===== src/design/pdh_pkg.sv =====
`default_nettype none
package pdh_pkg;

    // Sizing of the histogram store and coordinate handling.
    localparam int BINS       = 1024;
    localparam int COORD_BITS = 24;
    localparam int BIN_AW     = (BINS > 1) ? $clog2(BINS) : 1;

    // Fixed field widths of the streams.
    localparam int CW      = 24;   // coordinate, box and bin width
    localparam int CNT_W   = 11;   // bin count register
    localparam int RB_W    = 10;   // read bin and bin number fields
    localparam int TOT_W   = 32;   // bin counter
    localparam int OP_W    = 2;
    localparam int CMD_BW  = (BIN_AW > RB_W) ? BIN_AW : RB_W;
    localparam int USED_W  = (BIN_AW + 1 > CNT_W) ? BIN_AW + 1 : CNT_W;

    localparam logic [CW-1:0] COORD_MASK =
        (COORD_BITS >= CW) ? {CW{1'b1}} : CW'((64'd1 << COORD_BITS) - 64'd1);

    // Command queue between the front and the back.
    localparam int QUEUE_DEPTH = 4;
    localparam int QAW         = 2;

    // Configuration register indexes.
    localparam logic [2:0] REG_BIN_WIDTH = 3'd0;
    localparam logic [2:0] REG_BIN_COUNT = 3'd1;
    localparam logic [2:0] REG_BOX_X     = 3'd2;
    localparam logic [2:0] REG_BOX_Y     = 3'd3;
    localparam logic [2:0] REG_BOX_Z     = 3'd4;

    // Request opcodes.
    localparam logic [OP_W-1:0] OP_DEPOSIT = 2'd0;
    localparam logic [OP_W-1:0] OP_READ    = 2'd1;
    localparam logic [OP_W-1:0] OP_CLEAR   = 2'd2;

    typedef enum logic [1:0] {
        CMD_INC   = 2'd0,
        CMD_READ  = 2'd1,
        CMD_CLEAR = 2'd2
    } t_cmd_kind;

    typedef struct packed {
        t_cmd_kind         kind;
        logic [CMD_BW-1:0] bin;
    } t_cmd;

    typedef struct packed {
        logic [CW-1:0]    bin_width;
        logic [CNT_W-1:0] bin_count;
        logic [CW-1:0]    box_x;
        logic [CW-1:0]    box_y;
        logic [CW-1:0]    box_z;
    } t_cfg;

endpackage
`default_nettype wire


===== src/design/pdh_front.sv =====
`default_nettype none
module pdh_front (
    input  wire logic                         i_clk,
    input  wire logic                         i_rst_n,
    input  wire pdh_pkg::t_cfg                i_cfg,
    input  wire logic                         i_valid,
    output logic                              o_ready,
    input  wire logic [pdh_pkg::OP_W-1:0]     i_opcode,
    input  wire logic [pdh_pkg::CW-1:0]       i_first_x,
    input  wire logic [pdh_pkg::CW-1:0]       i_first_y,
    input  wire logic [pdh_pkg::CW-1:0]       i_first_z,
    input  wire logic [pdh_pkg::CW-1:0]       i_second_x,
    input  wire logic [pdh_pkg::CW-1:0]       i_second_y,
    input  wire logic [pdh_pkg::CW-1:0]       i_second_z,
    input  wire logic [pdh_pkg::RB_W-1:0]     i_read_bin,
    output logic                              o_push,
    output pdh_pkg::t_cmd                     o_cmd,
    input  wire logic                         i_full
);

    localparam int CW  = pdh_pkg::CW;
    localparam int SQW = 2 * CW + 2;     // sum of three squares
    localparam int DW  = CW + 1;         // distance
    localparam int NW  = DW + 2;         // 2d + w
    localparam int RW  = CW + 2;         // divider partial remainder

    typedef enum logic [4:0] {
        F_IDLE = 5'b00001,
        F_SQ   = 5'b00010,
        F_ROOT = 5'b00100,
        F_DIV  = 5'b01000,
        F_PUSH = 5'b10000
    } t_fstate;

    function automatic logic [CW-1:0] wrap_mag(input logic [CW-1:0] a,
                                               input logic [CW-1:0] b,
                                               input logic [CW-1:0] box);
        logic signed [CW+1:0] t;
        logic signed [CW+2:0] t2;
        logic signed [CW+2:0] bx;
        logic signed [CW+1:0] m;
        t  = $signed({2'b00, a}) - $signed({2'b00, b});
        t2 = $signed({t, 1'b0});
        bx = $signed({3'b000, box});
        if (t2 < -bx) begin
            t = t + $signed({2'b00, box});
        end else if (t2 >= bx) begin
            t = t - $signed({2'b00, box});
        end
        m = (t < 0) ? -t : t;
        return m[CW-1:0];
    endfunction

    t_fstate                     r_state;
    logic [CW-1:0]               r_a [3];
    logic [CW-1:0]               r_b [3];
    logic [CW-1:0]               r_box [3];
    logic [2:0]                  r_step;
    logic [CW-1:0]               r_mag;
    logic [2*CW-1:0]             r_sq;
    logic [SQW-1:0]              r_acc;
    logic [SQW-1:0]              r_rem;
    logic [SQW-1:0]              r_res;
    logic [SQW-1:0]              r_bit;
    logic [NW-1:0]               r_num;
    logic [RW-1:0]               r_part;
    logic [4:0]                  r_cnt;
    logic [pdh_pkg::CMD_BW-1:0]  r_bin;

    logic                        fire;
    logic [SQW-1:0]              n_acc;
    logic [SQW-1:0]              root_try;
    logic [SQW-1:0]              root_next;
    logic [RW-1:0]               div_try;
    logic [RW-1:0]               div_den;
    logic                        div_bit;
    logic [NW-1:0]               n_num;
    logic [pdh_pkg::USED_W-1:0]  used;

    assign o_ready  = (r_state == F_IDLE) && !i_full;
    assign fire     = i_valid && o_ready;
    assign n_acc    = r_acc + SQW'(r_sq);
    assign root_try = r_res + r_bit;
    assign root_next = (r_rem >= root_try) ? ((r_res >> 1) + r_bit) : (r_res >> 1);
    assign div_try  = {r_part[RW-2:0], r_num[NW-1]};
    assign div_den  = {1'b0, i_cfg.bin_width, 1'b0};
    assign div_bit  = (div_try >= div_den);
    assign n_num    = {r_num[NW-2:0], div_bit};
    assign used = (pdh_pkg::USED_W'(i_cfg.bin_count) > pdh_pkg::USED_W'(pdh_pkg::BINS))
                ? pdh_pkg::USED_W'(pdh_pkg::BINS) : pdh_pkg::USED_W'(i_cfg.bin_count);

    always_comb begin
        o_push = 1'b0;
        o_cmd  = '{kind: pdh_pkg::CMD_INC, bin: r_bin};
        if (fire && (i_opcode == pdh_pkg::OP_READ)) begin
            o_push = 1'b1;
            o_cmd  = '{kind: pdh_pkg::CMD_READ, bin: pdh_pkg::CMD_BW'(i_read_bin)};
        end else if (fire && (i_opcode == pdh_pkg::OP_CLEAR)) begin
            o_push = 1'b1;
            o_cmd  = '{kind: pdh_pkg::CMD_CLEAR, bin: '0};
        end else if ((r_state == F_PUSH) && !i_full) begin
            o_push = 1'b1;
        end
    end

    always_ff @(posedge i_clk) begin
        if (fire) begin
            r_a[0]   <= i_first_x & pdh_pkg::COORD_MASK;
            r_a[1]   <= i_first_y & pdh_pkg::COORD_MASK;
            r_a[2]   <= i_first_z & pdh_pkg::COORD_MASK;
            r_b[0]   <= i_second_x & pdh_pkg::COORD_MASK;
            r_b[1]   <= i_second_y & pdh_pkg::COORD_MASK;
            r_b[2]   <= i_second_z & pdh_pkg::COORD_MASK;
            r_box[0] <= i_cfg.box_x;
            r_box[1] <= i_cfg.box_y;
            r_box[2] <= i_cfg.box_z;
        end
    end

    always_ff @(posedge i_clk) begin
        if (!i_rst_n) begin
            r_state <= F_IDLE;
            r_step  <= '0;
            r_cnt   <= '0;
        end else begin
            case (r_state)
                F_IDLE: begin
                    if (fire && (i_opcode == pdh_pkg::OP_DEPOSIT)
                        && (i_cfg.bin_width != '0)) begin
                        r_step  <= '0;
                        r_acc   <= '0;
                        r_state <= F_SQ;
                    end
                end
                F_SQ: begin
                    // Three-deep chain: wrap, square, accumulate, one axis a cycle.
                    if (r_step < 3'd3) begin
                        r_mag <= wrap_mag(r_a[r_step[1:0]], r_b[r_step[1:0]],
                                          r_box[r_step[1:0]]);
                    end
                    if ((r_step >= 3'd1) && (r_step <= 3'd3)) begin
                        r_sq <= r_mag * r_mag;
                    end
                    if (r_step >= 3'd2) begin
                        r_acc <= n_acc;
                    end
                    r_step <= r_step + 1'b1;
                    if (r_step == 3'd4) begin
                        r_rem   <= n_acc;
                        r_res   <= '0;
                        r_bit   <= SQW'(1) << (2 * CW);
                        r_state <= F_ROOT;
                    end
                end
                F_ROOT: begin
                    if (r_rem >= root_try) begin
                        r_rem <= r_rem - root_try;
                        r_res <= (r_res >> 1) + r_bit;
                    end else begin
                        r_res <= r_res >> 1;
                    end
                    r_bit <= r_bit >> 2;
                    if (r_bit[0]) begin
                        r_state <= F_DIV;
                    end
                end
                F_DIV: begin
                    r_part <= div_bit ? (div_try - div_den) : div_try;
                    r_num  <= n_num;
                    r_cnt  <= r_cnt - 1'b1;
                    if (r_cnt == '0) begin
                        r_bin <= pdh_pkg::CMD_BW'(n_num);
                        r_state <= (n_num < NW'(used)) ? F_PUSH : F_IDLE;
                    end
                end
                F_PUSH: begin
                    if (!i_full) begin
                        r_state <= F_IDLE;
                    end
                end
                default: begin
                    r_state <= F_IDLE;
                end
            endcase
            // Load the divider as the root finishes.
            if ((r_state == F_ROOT) && r_bit[0]) begin
                r_num  <= NW'({root_next, 1'b0}) + NW'(i_cfg.bin_width);
                r_part <= '0;
                r_cnt  <= 5'(NW - 1);
            end
        end
    end

    a_root_bit: assert property (@(posedge i_clk) disable iff (!i_rst_n)
        (r_state == F_ROOT) |-> $onehot(r_bit))
        else $error("square root step bit lost");

endmodule
`default_nettype wire


===== config.mk =====
export PLATFORM = sky130hd
export DESIGN_NAME = pdh_front
export DESIGN_NICKNAME = d
export VERILOG_FILES = /design/src/design/pdh_pkg.sv /design/src/design/pdh_front.sv
export SDC_FILE = /design/constraint.sdc
export NUM_CORES = 2
export LEC_CHECK = 0
export CAP_MARGIN = 20
export CORE_ASPECT_RATIO = 0.7
export CORE_UTILIZATION = 51
export CTS_CLUSTER_SIZE = 28
export DETAILED_ROUTE_END_ITERATION = 10
export DONT_BUFFER_PORTS = 1
export PLACE_DENSITY_LB_ADDON = 0.3
export SYNTH_ARGS = -nofsm -noshare
export SYNTH_HDL_FRONTEND = slang
export SYNTH_SLANG_ARGS = --single-unit

===== constraint.sdc =====
create_clock -name i_clk -period 12 [get_ports i_clk]
set_clock_uncertainty 0.1 [all_clocks]
set_input_delay 1.2 -clock i_clk [delete_from_list [all_inputs] [get_ports i_clk]]
set_output_delay 1.2 -clock i_clk [all_outputs]
set_load 0.01 [all_outputs]

==> run summary <==
Run status: complete, no violations
Inserted Clock Buffers: 57
Most frequent standard cell in the layout excluding fill and tap cells: sky130_fd_sc_hd__inv_1
Synthesized instance count: 5439
Clock slew at the register clock pins of the worst setup and hold paths: 70 ps
Synthesized cell area: 53100 um^2
Layout area overhead: 6.54%
Slew headroom: 0.243
Internal power component: 0.00367 W
Sequential cell area: 16000 um^2
Post-Synthesis Mean Instance Area: 9.76 um^2
Crit Reg-Reg Startpoint: r_res[2]$_SDFFCE_PN0P_
Switching portion of total power: 0.296
Number of global-route vias before repair: 38150
H-tree lvl count: 2
Number of instances resized during post-cts repair: 0
Clk buf depth: 3
Unrepaired setup endpoints after global routing: false
WL final: 132 mm
Rows: 98
Area of the die: 105000 um^2
TritonCTS clock tree: done
Slew @ Worst Pin: 1140 ps
Post-synthesis sequential element count: 539
Final count of negative-setup-slack endpoints: 0
Global-route usage over all layers: 0.251
Drt via density: 5.75
Fill cells: 8986
Number of synthesized flops with an enable pin: 524
Antenna violations before repair: 6
Post-layout min period: 10190 ps
Count of synthesis-stage warnings from yosys: 0
Fin area: 56600 um^2
Final Hold Fails: 0
Final net count: 6606
Clock root cell: sky130_fd_sc_hd__clkbuf_16
Total leakage power: 24.4 nW
Clk Latency, worst-skew pair: 660 ps
Critical Path Source Type: flop
Cell class contributing the biggest share of worst-path delay: compound AO/OA/AOI/OAI gates
Clk network pwr share: 0.349
Type of destination of the critical path: flop
Via count: 39015
Unique masters post-synth: 101
Critical path origin: r_res[2]$_SDFFCE_PN0P_
Setup TNS: 0 ps
Library cell appearing most often on the critical path: sky130_fd_sc_hd__o21ai_0
Max-cap violations: 0
Portion of the post-synthesis area used by sequential elements: 0.302
Area occupied by multi-input gates: 34000 um^2
Final antenna-violating net count: 0
Arrival time of data at the critical path endpoint: 10430 ps
Highest-count cells in the layout ignoring fill and taps: sky130_fd_sc_hd__inv_1 (657), sky130_fd_sc_hd__edfxtp_1 (524), sky130_fd_sc_hd__ha_1 (516)
Predominant post-synthesis flop cell: sky130_fd_sc_hd__edfxtp_1
Combined buffer and inverter count along the critical path: 0
Post-synthesis async set-or-reset flop share: 0
Net switching power: 0.00154 W
Count of clock tree sinks: 539
Required time at the worst-slack endpoint: 12250 ps
Worst hold path startpoint: r_num[1]$_DFFE_PP_
Count of port buffers added during placement: 0
Post-placement cell area: 54600 um^2
DRT iter0 DRCs: 3503
Share of cells above drive strength 1: 0.0427
Average wire per cell in the routed design: 19.4 um
Number of DRC violations after detailed routing: 0
Hold buffers post-CTS: 0
Combinational fraction of design power: 0.238
Number of detailed-route iterations in the first pass: 6
Maximum number of pins on one net before global-route repair: 142
Max Clock Freq: 0.0982 GHz
Die width: 388 um
Areal power density over the cells: 92.2 nW/um^2
Max-slew violation count: 0
Post-CTS Setup Inserts: 0
Vertical die dimension: 272 um
Top Ports: 281
CP max stage cell: sky130_fd_sc_hd__a21o_1
Final hold slack: 382 ps
First-pass GRT wire length: 211 mm
Overflow left after global routing: 0
Placer Congestion: 0.940
Type of the most critical hold path: flop to flop
Post-DP HPWL: 103 mm
Critical path peak fanout: 17
Fraction of power consumed by sequential logic: 0.413
Nets in the synthesized netlist: 6651
Initial Util: 0.517
Category of the critical setup timing path: flop to flop
Max VDD drop: 120 uV
Placeable core region: 103000 um^2
Worst path max stage delay: 570 ps
Final clock period utilization by the worst path: 0.849
[power groups by stage]
stage	clock network (W)	logic (W)	registers [W]
after floorplan	0	0.000930	0.00220
after global placement	0	0.00120	0.00219
after detailed placement	0	0.00122	0.00219
after CTS	0.00186	0.00123	0.00215
after global routing	0.00192	0.00138	0.00215
final	0.00182	0.00124	0.00215
[state kept, by name (all words and copies together) (netlist names), named ones only]
name	cells
r_a	72
r_b	72
r_box	72
r_acc	50
r_rem	50
r_res	50
r_sq	47
r_num	27
r_bit	25
r_part	25
r_mag	24
r_bin	10
r_cnt	5
r_state	5
r_step	3
[worst reg2reg max path: cells and delay by family, from the launching register on]
kind | cells | cell delay, ps
AND/OR/NAND/NOR | 6 | 1290
adder cells (fa/ha/maj) | 3 | 1030
XOR/XNOR | 2 | 280
flip-flops | 1 | 440
multiplexers | 1 | 410
AO/OA/AOI/OAI | 25 | 6320
[layout make-up]
cell class              count  share of cell area
clock buffers              64              0.0257
flip-flops and latches    539               0.284
inverters                 661              0.0440
diodes                      1           0.0000442
well taps                1350              0.0299
repair buffers             60             0.00827
clock inverters            38             0.00765
multi-input cells        4075               0.601
[metal layers]
layer	global-route usage	wire length, um	vias up
met5	0	44	-
met4	0.0494	2340	6
met3	0.0586	12400	143
met2	0.361	53900	1452
met1	0.384	62900	18784
li1	-	-	18630
[worst paths after layout]
path,end,slack (ps),cells past startpoint
setup / recovery,r_num[25]$_DFFE_PP_,1810,37
hold / removal,r_bin[2]$_DFFE_PP_,380,0
setup reg to reg,r_num[25]$_DFFE_PP_,1810,37
hold reg to reg,r_bin[2]$_DFFE_PP_,380,0
[cells by family (layout without fill, tap and decap cells)]
kind of cell             after synthesis  count (layout)  synth area share
buffers and inverters                825             823            0.0592
other                                  0               1                 0
multiplexers                         104             104            0.0198
flip-flops                           539             539             0.302
AO/OA/AOI/OAI                       1123            1123             0.137
XOR/XNOR                             353             353            0.0582
adder cells (fa/ha/maj)              945             945             0.283
AND/OR/NAND/NOR                     1550            1550             0.140
[stage by stage]
step | util | std cells | power [W] | setup WS (ps)
floorplan | - | 5439 | 0.00313 | 3500
global placement | 0.532 | 6683 | 0.00339 | 2360
detailed placement | 0.532 | 6684 | 0.00341 | 2040
CTS | 0.551 | 6786 | 0.00524 | 1950
global route | 0.551 | 6787 | 0.00545 | 1150
finish | 0.551 | 6788 | 0.00521 | 1810
[Yosys cell counts, types with 15 or more instances]
library cell,n,area share
sky130_fd_sc_hd__o31ai_1,27,0.0038
sky130_fd_sc_hd__nand2b_1,51,0.0060
sky130_fd_sc_hd__nor2_1,404,0.029
sky130_fd_sc_hd__a211oi_1,40,0.0057
sky130_fd_sc_hd__a21o_1,126,0.018
sky130_fd_sc_hd__fa_1,429,0.16
sky130_fd_sc_hd__a21oi_1,304,0.029
sky130_fd_sc_hd__and3_1,35,0.0041
sky130_fd_sc_hd__clkbuf_1,130,0.0092
sky130_fd_sc_hd__xor2_1,139,0.023
sky130_fd_sc_hd__a21boi_0,19,0.0027
sky130_fd_sc_hd__nand2_1,476,0.034
sky130_fd_sc_hd__mux2i_1,99,0.019
sky130_fd_sc_hd__xnor2_1,214,0.035
sky130_fd_sc_hd__nand3_1,75,0.0071
sky130_fd_sc_hd__nor2b_1,56,0.0066
sky130_fd_sc_hd__nor3_1,62,0.0058
sky130_fd_sc_hd__ha_1,516,0.12
sky130_fd_sc_hd__nand4_1,46,0.0054
sky130_fd_sc_hd__buf_2,16,0.0015
sky130_fd_sc_hd__and2_1,234,0.028
sky130_fd_sc_hd__a31oi_1,61,0.0072
sky130_fd_sc_hd__dfxtp_1,15,0.0057
sky130_fd_sc_hd__o21bai_1,52,0.0074
sky130_fd_sc_hd__o21a_1,52,0.0074
sky130_fd_sc_hd__inv_1,659,0.047
sky130_fd_sc_hd__o211ai_1,16,0.0023
sky130_fd_sc_hd__or2_2,16,0.0019
sky130_fd_sc_hd__o21ai_0,251,0.024
sky130_fd_sc_hd__or3_1,23,0.0027
sky130_fd_sc_hd__edfxtp_1,524,0.30
sky130_fd_sc_hd__nor4_1,25,0.0029
(Power assumes the default switching activity.)
