## config.mk

```make
export PLATFORM = sky130hd
export DESIGN_NAME = pdh_fifo
export DESIGN_NICKNAME = d
export VERILOG_FILES = /design/src/design/pdh_pkg.sv /design/src/design/pdh_fifo.sv
export SDC_FILE = /design/constraint.sdc
export NUM_CORES = 1
export LEC_CHECK = 0
export BUFFER_PORTS_ARGS = -buffer_cell sky130_fd_sc_hd__buf_2
export CORE_MARGIN = 10
export CORE_UTILIZATION = 40
export CTS_BUF_LIST = sky130_fd_sc_hd__clkbuf_4 sky130_fd_sc_hd__clkbuf_8
export DETAILED_ROUTE_END_ITERATION = 16
export RECOVER_POWER = 100
export SYNTH_ARGS = -nofsm -noshare
export SYNTH_HDL_FRONTEND = slang
export SYNTH_SLANG_ARGS = --single-unit
```

## constraint.sdc

```tcl
create_clock -name i_clk -period 3 [get_ports i_clk]
set_input_delay 0.3 -clock i_clk [delete_from_list [all_inputs] [get_ports i_clk]]
set_output_delay 0.3 -clock i_clk [all_outputs]
set_load 0.02 [all_outputs]
```

## src/design/pdh_pkg.sv

```systemverilog
`default_nettype none
package pdh_pkg;

    // Sizing of the histogram store and coordinate handling.
    localparam int BINS       = 1024;
    localparam int COORD_BITS = 24;
    localparam int BIN_AW     = (BINS > 1) ? $clog2(BINS) : 1;

    // Fixed field widths of the streams.
    localparam int CW      = 24;   // coordinate, box and bin width
    localparam int CNT_W   = 11;   // bin count register
    localparam int RB_W    = 10;   // read bin and bin number fields
    localparam int TOT_W   = 32;   // bin counter
    localparam int OP_W    = 2;
    localparam int CMD_BW  = (BIN_AW > RB_W) ? BIN_AW : RB_W;
    localparam int USED_W  = (BIN_AW + 1 > CNT_W) ? BIN_AW + 1 : CNT_W;

    localparam logic [CW-1:0] COORD_MASK =
        (COORD_BITS >= CW) ? {CW{1'b1}} : CW'((64'd1 << COORD_BITS) - 64'd1);

    // Command queue between the front and the back.
    localparam int QUEUE_DEPTH = 4;
    localparam int QAW         = 2;

    // Configuration register indexes.
    localparam logic [2:0] REG_BIN_WIDTH = 3'd0;
    localparam logic [2:0] REG_BIN_COUNT = 3'd1;
    localparam logic [2:0] REG_BOX_X     = 3'd2;
    localparam logic [2:0] REG_BOX_Y     = 3'd3;
    localparam logic [2:0] REG_BOX_Z     = 3'd4;

    // Request opcodes.
    localparam logic [OP_W-1:0] OP_DEPOSIT = 2'd0;
    localparam logic [OP_W-1:0] OP_READ    = 2'd1;
    localparam logic [OP_W-1:0] OP_CLEAR   = 2'd2;

    typedef enum logic [1:0] {
        CMD_INC   = 2'd0,
        CMD_READ  = 2'd1,
        CMD_CLEAR = 2'd2
    } t_cmd_kind;

    typedef struct packed {
        t_cmd_kind         kind;
        logic [CMD_BW-1:0] bin;
    } t_cmd;

    typedef struct packed {
        logic [CW-1:0]    bin_width;
        logic [CNT_W-1:0] bin_count;
        logic [CW-1:0]    box_x;
        logic [CW-1:0]    box_y;
        logic [CW-1:0]    box_z;
    } t_cfg;

endpackage
`default_nettype wire

```

## src/design/pdh_fifo.sv

```systemverilog
`default_nettype none
module pdh_fifo (
    input  wire logic          i_clk,
    input  wire logic          i_rst_n,
    input  wire logic          i_push,
    input  wire pdh_pkg::t_cmd i_cmd,
    output logic               o_full,
    input  wire logic          i_pop,
    output pdh_pkg::t_cmd      o_cmd,
    output logic               o_empty
);

    pdh_pkg::t_cmd              r_slot [pdh_pkg::QUEUE_DEPTH];
    logic [pdh_pkg::QAW-1:0]    r_wptr;
    logic [pdh_pkg::QAW-1:0]    r_rptr;
    logic [pdh_pkg::QAW:0]      r_count;

    assign o_full  = (r_count == (pdh_pkg::QAW+1)'(pdh_pkg::QUEUE_DEPTH));
    assign o_empty = (r_count == '0);
    assign o_cmd   = r_slot[r_rptr];

    always_ff @(posedge i_clk) begin
        if (i_push) begin
            r_slot[r_wptr] <= i_cmd;
        end
    end

    always_ff @(posedge i_clk) begin
        if (!i_rst_n) begin
            r_wptr  <= '0;
            r_rptr  <= '0;
            r_count <= '0;
        end else begin
            if (i_push) begin
                r_wptr <= r_wptr + 1'b1;
            end
            if (i_pop) begin
                r_rptr <= r_rptr + 1'b1;
            end
            if (i_push && !i_pop) begin
                r_count <= r_count + 1'b1;
            end else if (i_pop && !i_push) begin
                r_count <= r_count - 1'b1;
            end
        end
    end

    a_no_overflow: assert property (@(posedge i_clk) disable iff (!i_rst_n)
        !(i_push && o_full)) else $error("command pushed into a full queue");
    a_no_underflow: assert property (@(posedge i_clk) disable iff (!i_rst_n)
        !(i_pop && o_empty)) else $error("command popped from an empty queue");

endmodule
`default_nettype wire

```

==> metrics.txt, run 1 <==
R2R Path Start r_wptr[0]; CORE AREA 0.00520 mm²; # diodes 0; Post-synth top cells edfxtp_1, mux4_2, and2_1, dfxtp_1, ha_1; first-pass GRT wire length 5880 µm; Cells after Synth 105; CP endpoint o_cmd[11]; initial antenna violation count 0; wire per inst 16.8 µm; # H-tree levels 3; grt met1 use 9.44%; Post-Route WL 3690 µm; number of port buffers 29; Reg clk slew, reported paths 0.06 ns; Clock Path Buffers 2; asr flop ratio synth 0%; Final Hold Viols 0; Die H 93.8 µm; post-CTS resize count 0; Pleak 0.879 nW; Seq/Total Area, Yosys 74.4%; nets@finish 166; fin crit period 2.41 ns; FF-to-FF path depth 3; Vias/cell 4.79; Main synth FF type edfxtp_1; Final Wtd Congestion 0.673; Setup TNS Final 0 ns; Max Cap Viol 0; Routed Antenna Nets 0; R2R Path End r_slot[0][8]; reg-to-reg slack, setup 1.29 ns; Layout Area Growth over Synthesis 19.0%; vias in the first global route 1167; WP data required 2.70 ns; die width 93.8 µm; CTS root buf clkbuf_8; first-pass detailed-route iteration total 3; DIE AREA 0.00881 mm²; TritonCTS clock tree done; Post-Syn Nets 127; grt total ovfl 0; Post-synth EDFFs 48; Final Cycle Share 80.3%; Synth Area per Inst 20.8 µm²; pin count of the biggest net entering global routing 13; PD cells 737 mW/mm²; Cell Area, Synth 0.00218 mm²; Initial Util 41.9%; fraction of layout cells with a size suffix above 1 21.5%; status completed; ranking of synthesized cells by area edfxtp_1, mux4_2, dfxtp_1; gr usage total 9.23%; top-count cell post-synth edfxtp_1; I/O pin count 30; post-synth top area share 66.1%; detailed-route via count 1050; worst setup path category flop to primary output; Final setup viols 0; synth unique cells 20; Clock Latency Late Sink 0.32 ns; worst-path fanout max 7; Worst Setup Start Kind flop; cts hold-fix bufs 0; drt initial violations 49; met3 Usage GRT 4.80%; # fillers 458; fin. max-slew vios 0; row cnt 26; Sink Count 57; Least-Margin Pin Slew 0.970 ns; CP arrival 2.11 ns; Hold WC Path Type input pin to flop; most crowded layer after global routing met2; fmax 415 MHz; RSZ-0062 raised after global routing no; met2 usage 15.2%; PnR Total Power 1.91 mW; Peak VDD IR 0.000299 V; Setup Buffers After CTS 0; CP endpoint kind primary output; drc violations 0; Yosys top cell by area edfxtp_1; Slew HR 35.3%; skew final 0.00649 ns; clock buffer count from CTS 9; DP HPWL 2460 µm; #FFs+latches synth 57; Synthesis Warnings 0
-- cell type report --
cell class	instances	area (µm²)	area share, %
clock inverter	4	67.6	2.60
clock buffer	12	153	5.88
sequential	57	1620	62.5
timing repair buffer	30	123	4.73
inverter	4	15.0	0.579
multi-input combinational	42	528	20.3
tap	70	87.6	3.38
-- critical path, stage by stage, from the launching register on --
cell,delay [ns]
dfxtp_1,0.51
clkbuf_1,0.52
mux4_2,0.57
clkbuf_1,0.18
-- registers in the layout, summed over array words and instances, names as in the netlist, named ones only --
signal and flops:
r_rptr 2, r_slot 48, r_count 3, r_wptr 2
-- worst min-delay path by stage --
stage	slack [ns]	depth (start not counted)	startpoint	end
global route	0.23	1	i_cmd[3]	r_slot[1][3]
global placement	0.49	2	r_count[2]	r_count[2]
floorplan	0.40	0	i_cmd[0]	r_slot[0][0]
detailed placement	0.52	1	i_cmd[5]	r_slot[3][5]
CTS	0.17	1	i_cmd[3]	r_slot[0][3]
finish	0.24	1	i_cmd[4]	r_slot[0][4]
-- cell families (layout without fill, tap and decap cells) --
kind of cell | after synthesis | count (layout) | synth area share, %
multiplexers | 14 | 14 | 13.7
flip-flops | 57 | 57 | 74.4
adder cells (fa/ha/maj) | 6 | 6 | 3.79
XOR/XNOR | 5 | 5 | 2.01
AND/OR/NAND/NOR | 15 | 15 | 4.19
AO/OA/AOI/OAI | 2 | 2 | 0.574
buffers and inverters | 6 | 50 | 1.43
-- metal layers --
metal	routed length, µm	vias to the layer above	share of wire, %
met4	62	0	1.7
li1	-	491	-
met2	1850	22	50
met1	1560	532	42
met5	0	-	0
met3	213	5	5.8
-- cell usage in the layout, fill, tap and decap left out, drive strengths merged --
cell type | Yosys | final
clkbuf | 0 | 34
or3 | 1 | 1
and2 | 9 | 9
xnor2 | 2 | 2
mux2i | 2 | 2
bufinv | 0 | 2
clkinv | 0 | 2
a21boi | 1 | 1
mux4 | 12 | 12
nand2 | 1 | 1
buf | 2 | 8
nor3 | 1 | 1
ha | 5 | 5
dfxtp | 9 | 9
o21ai | 1 | 1
edfxtp | 48 | 48
nor2b | 2 | 2
nor3b | 1 | 1
fa | 1 | 1
xor2 | 3 | 3
inv | 4 | 4
-- per-stage QoR --
| stage | setup slack [ns] | utilization (%) | cell area, µm² | instances | hold WS (ns) |
|---|---|---|---|---|---|
| after global routing | 0.391 | 49.9 | 2590 | 219 | 0.228 |
| after floorplan | 1.42 | - | 2180 | 105 | 0.399 |
| final | 0.591 | 49.9 | 2590 | 219 | 0.237 |
| after detailed placement | 1.14 | 46.2 | 2400 | 203 | 0.516 |
| after global placement | 1.23 | 46.2 | 2400 | 203 | 0.486 |
| after CTS | 0.846 | 50.4 | 2630 | 219 | 0.175 |
-- power breakdown --
part | switching [mW] | internal (mW)
logic | 0.113 | 0.0829
registers | 0.0281 | 0.907
clock network | 0.277 | 0.503
total | 0.418 | 1.49
(Power assumes the default switching activity.)
==> run 2, diff against run 1 <==
- clock period: 3 -> 2.2 ns (I/O delays scaled with it)
==> metrics.txt, run 2 (same netlist as run 1, synthesis figures left out) <==
fmax 534 MHz; PD cells 952 mW/mm²; CORE AREA 0.00520 mm²; Setup Buffers After CTS 0; gr usage total 9.14%; DIE AREA 0.00881 mm²; I/O pin count 30; DP HPWL 2550 µm; Reg clk slew, reported paths 0.06 ns; hold_sp i_cmd[3]; Bufs and invs on worst path 2; Initial Util 41.9%; RSZ-0062 raised after global routing no; vias in the first global route 1191; Final Wtd Congestion 0.690; drc violations 0; CP arrival 1.65 ns; grt total ovfl 0; wire per inst 16.7 µm; worst-path fanout max 12; cts hold-fix bufs 0; R2R Path Start r_wptr[0]; Setup TNS Final 0 ns; # H-tree levels 3; reg-to-reg slack, setup 0.47 ns; clock buffer count from CTS 9; TritonCTS clock tree done; initial antenna violation count 0; most frequent cells in the layout edfxtp_1, clkbuf_1, mux4_2, dfxtp_1, clkbuf_8; fin. max-slew vios 0; status completed; nets@finish 167; Hold WC Path Type input pin to flop; Peak VDD IR 0.000448 V; CTS root buf clkbuf_8; number of port buffers 29; Final setup viols 0; Crit path max-delay family multiplexers; Final Hold Viols 0; Final Cycle Share 85.2%; pre-CTS setup slack 0.434 ns; R2R Path End r_slot[0][8]; fin crit period 1.87 ns; first-pass detailed-route iteration total 4; detailed-route via count 1045; Layout Area Growth over Synthesis 17.4%; Slew HR 37.1%; worst setup margin 0.326 ns; post-CTS resize count 0; Cell Area, Placed 0.00241 mm²; drt initial violations 55; worst setup path category flop to primary output; Worst Setup Start Kind flop; WP data required 1.98 ns; Pleak 0.855 nW; worst hold path cell count 1; Final Core Density 49.2%; FF-to-FF path depth 4; Routed Antenna Nets 0; post-route cell area 0.00256 mm²; Sink Count 57; first-pass GRT wire length 5910 µm; fraction of layout cells with a size suffix above 1 18.0%; skew final 0.00442 ns; Largest Register r_slot; commonest non-fill, non-tap cell in the layout edfxtp_1; worst hold slack 0.151 ns; Least-Margin Pin Slew 0.943 ns; crit-path max cell delay 0.59 ns; pin count of the biggest net entering global routing 13; # diodes 0; max reg flops 48; Die H 93.8 µm; CP endpoint kind primary output; hold endpoint r_slot[3][3]; Clock Path Buffers 2; crit path cell chain buf_4, mux4_1, clkbuf_1; Post-Route WL 3680 µm; row cnt 26; die width 93.8 µm; Clock Latency Late Sink 0.32 ns; Max Cap Viol 0; WP depth 3; CP max-delay cell mux4_1; Vias/cell 4.75; Largest regs r_slot x48, r_count x3
## run 2: worst max path at each step
stage / from / to
floorplan: i_pop / r_count[2]
detailed placement: i_push / r_count[2]
finish: flop / o_cmd[7]
CTS: flop / o_cmd[7]
global route: flop / o_cmd[7]
global placement: i_push / r_count[2]
## run 2: area by class of cell
cell class                 instances  area (µm²)
tap                               70        87.6
clock buffer                      11         139
multi-input combinational         42         528
timing repair buffer              31         124
clock inverter                     5        46.3
inverter                           4        15.0
sequential                        57        1620
fill                             465        2640
## run 2: power breakdown
group / total [mW] / internal (mW) / switching [mW]
Sequential: 1.27 / 1.24 / 0.0344
Combinational: 0.273 / 0.112 / 0.161
Clock: 0.893 / 0.534 / 0.358
## run 2: layer usage
layer / GRT usage, % / part of all wire (%) / wire (µm) / vias up
met3: 3.52 / 5.5 / 203 / 8
met5: 0 / 0 / 0 / -
met4: 6.08 / 2.0 / 72 / 0
met2: 15.4 / 52 / 1930 / 26
met1: 9.22 / 40 / 1470 / 518
li1: - / - / - / 493
## run 2: stage by stage
| step | std cells | power, mW |
|---|---|---|
| 6_report | 220 | 2.44 |
| 3_3_place_gp | 204 | 1.58 |
| 2_1_floorplan | 105 | 1.48 |
| 5_1_grt | 220 | 2.55 |
| 3_5_place_dp | 204 | 1.59 |
| 4_1_cts | 220 | 2.49 |
==> run 3, diff against run 2 <==
- MAX_ROUTING_LAYER: unset -> met4
==> metrics.txt, run 3 (same netlist as run 1, synthesis figures left out) <==
DIE AREA 0.00881 mm²; worst setup margin 0.326 ns; CP arrival 1.65 ns; pin count of the biggest net entering global routing 13; nets@finish 167; Final Cycle Share 85.2%; Layout Area Growth over Synthesis 17.4%; # fillers 465; post-CTS resize count 0; Worst Setup Start Kind flop; Pleak 0.855 nW; # H-tree levels 3; PnR Total Power 2.44 mW; TritonCTS clock tree done; Initial Util 41.9%; FF-to-FF path depth 4; gr usage total 9.39%; R2R Path Start r_wptr[0]; first-pass detailed-route iteration total 4; Finished Layout Cells 220; Post-Route WL 3680 µm; drt initial violations 55; # diodes 0; WP data required 1.98 ns; CORE AREA 0.00520 mm²; post-route cell area 0.00256 mm²; clock buffer count from CTS 9; skew final 0.00445 ns; Setup TNS Final 0 ns; cts hold-fix bufs 0; pre-CTS setup slack 0.434 ns; R2R Path End r_slot[0][8]; Peak VDD IR 0.000452 V; Least-Margin Pin Slew 0.945 ns; Final setup viols 0; Sink Count 57; Routed Antenna Nets 0; RSZ-0062 raised after global routing no; Final Core Density 49.2%; commonest non-fill, non-tap cell in the layout edfxtp_1; worst-path fanout max 12; die width 93.8 µm; worst setup path category flop to primary output; Setup Buffers After CTS 0; placed insts 204; Reg clk slew, reported paths 0.06 ns; initial antenna violation count 0; DP HPWL 2550 µm; Largest Register r_slot; reg-to-reg slack, setup 0.47 ns; Final Wtd Congestion 0.697; status completed; first-pass GRT wire length 5890 µm; Largest regs r_slot x48, r_count x3; Hold WC Path Type input pin to flop; hold_sp i_cmd[3]; detailed-route via count 1050; row cnt 26; max reg flops 48; Slew HR 37.0%; area of the multi-input gates 528 µm²; most frequent cells in the layout edfxtp_1, clkbuf_1, mux4_2, dfxtp_1, clkbuf_8; Clock Path Buffers 2; fin. max-slew vios 0; fmax 534 MHz; grt total ovfl 0; Die H 93.8 µm; Max Cap Viol 0; PD cells 952 mW/mm²; worst hold slack 0.151 ns; drc violations 0; wire per inst 16.7 µm; fraction of layout cells with a size suffix above 1 18.0%; CTS root buf clkbuf_8; hold endpoint r_slot[3][3]; worst hold path cell count 1; FF/Latch Area 0.00162 mm²; CP endpoint kind primary output; vias in the first global route 1197; fin crit period 1.87 ns; Vias/cell 4.77; Clock Latency Late Sink 0.32 ns; I/O pin count 30; number of port buffers 29; Cell Area, Placed 0.00241 mm²; Final Hold Viols 0
[run 3: cell counts in the layout (fill, tap and decap cells not counted)]
Identical to the previous run, type by type.
[run 3: worst max-delay path by stage]
stage / cells past startpoint / to
floorplan: 7 / r_count[2]
global placement: 7 / r_count[2]
detailed placement: 7 / r_count[2]
CTS: 3 / o_cmd[7]
global route: 3 / o_cmd[7]
finish: 3 / o_cmd[7]
[run 3: power by group]
part,leakage [nW],internal [mW],switching (mW)
Combinational,0.243,0.112,0.161
Sequential,0.515,1.24,0.0345
Clock,0.0967,0.534,0.358
[run 3: per-layer routing]
| metal | GRT usage [%] | share of wire, % | vias up | wire length [µm] |
|---|---|---|---|---|
| met2 | 15.4 | 52 | 28 | 1930 |
| met3 | 3.20 | 5.2 | 8 | 191 |
| met1 | 9.37 | 40 | 521 | 1490 |
| met5 | - | 0 | - | 0 |
| met4 | 6.08 | 2.0 | 0 | 73 |
| li1 | - | - | 493 | - |
[run 3: worst max-delay path, cell delays in order, from the launching register on]
cell	delay, ns
dfxtp_1	0.30
buf_4	0.25
mux4_1	0.59
clkbuf_1	0.19
[run 3: layout make-up]
| class | instances | share of cell area (%) |
|---|---|---|
| inverters | 4 | 0.586 |
| clock inverters | 5 | 1.81 |
| clock buffers | 11 | 5.42 |
| multi-input cells | 42 | 20.6 |
| flip-flops and latches | 57 | 63.3 |
| well taps | 70 | 3.42 |
| repair buffers | 31 | 4.84 |
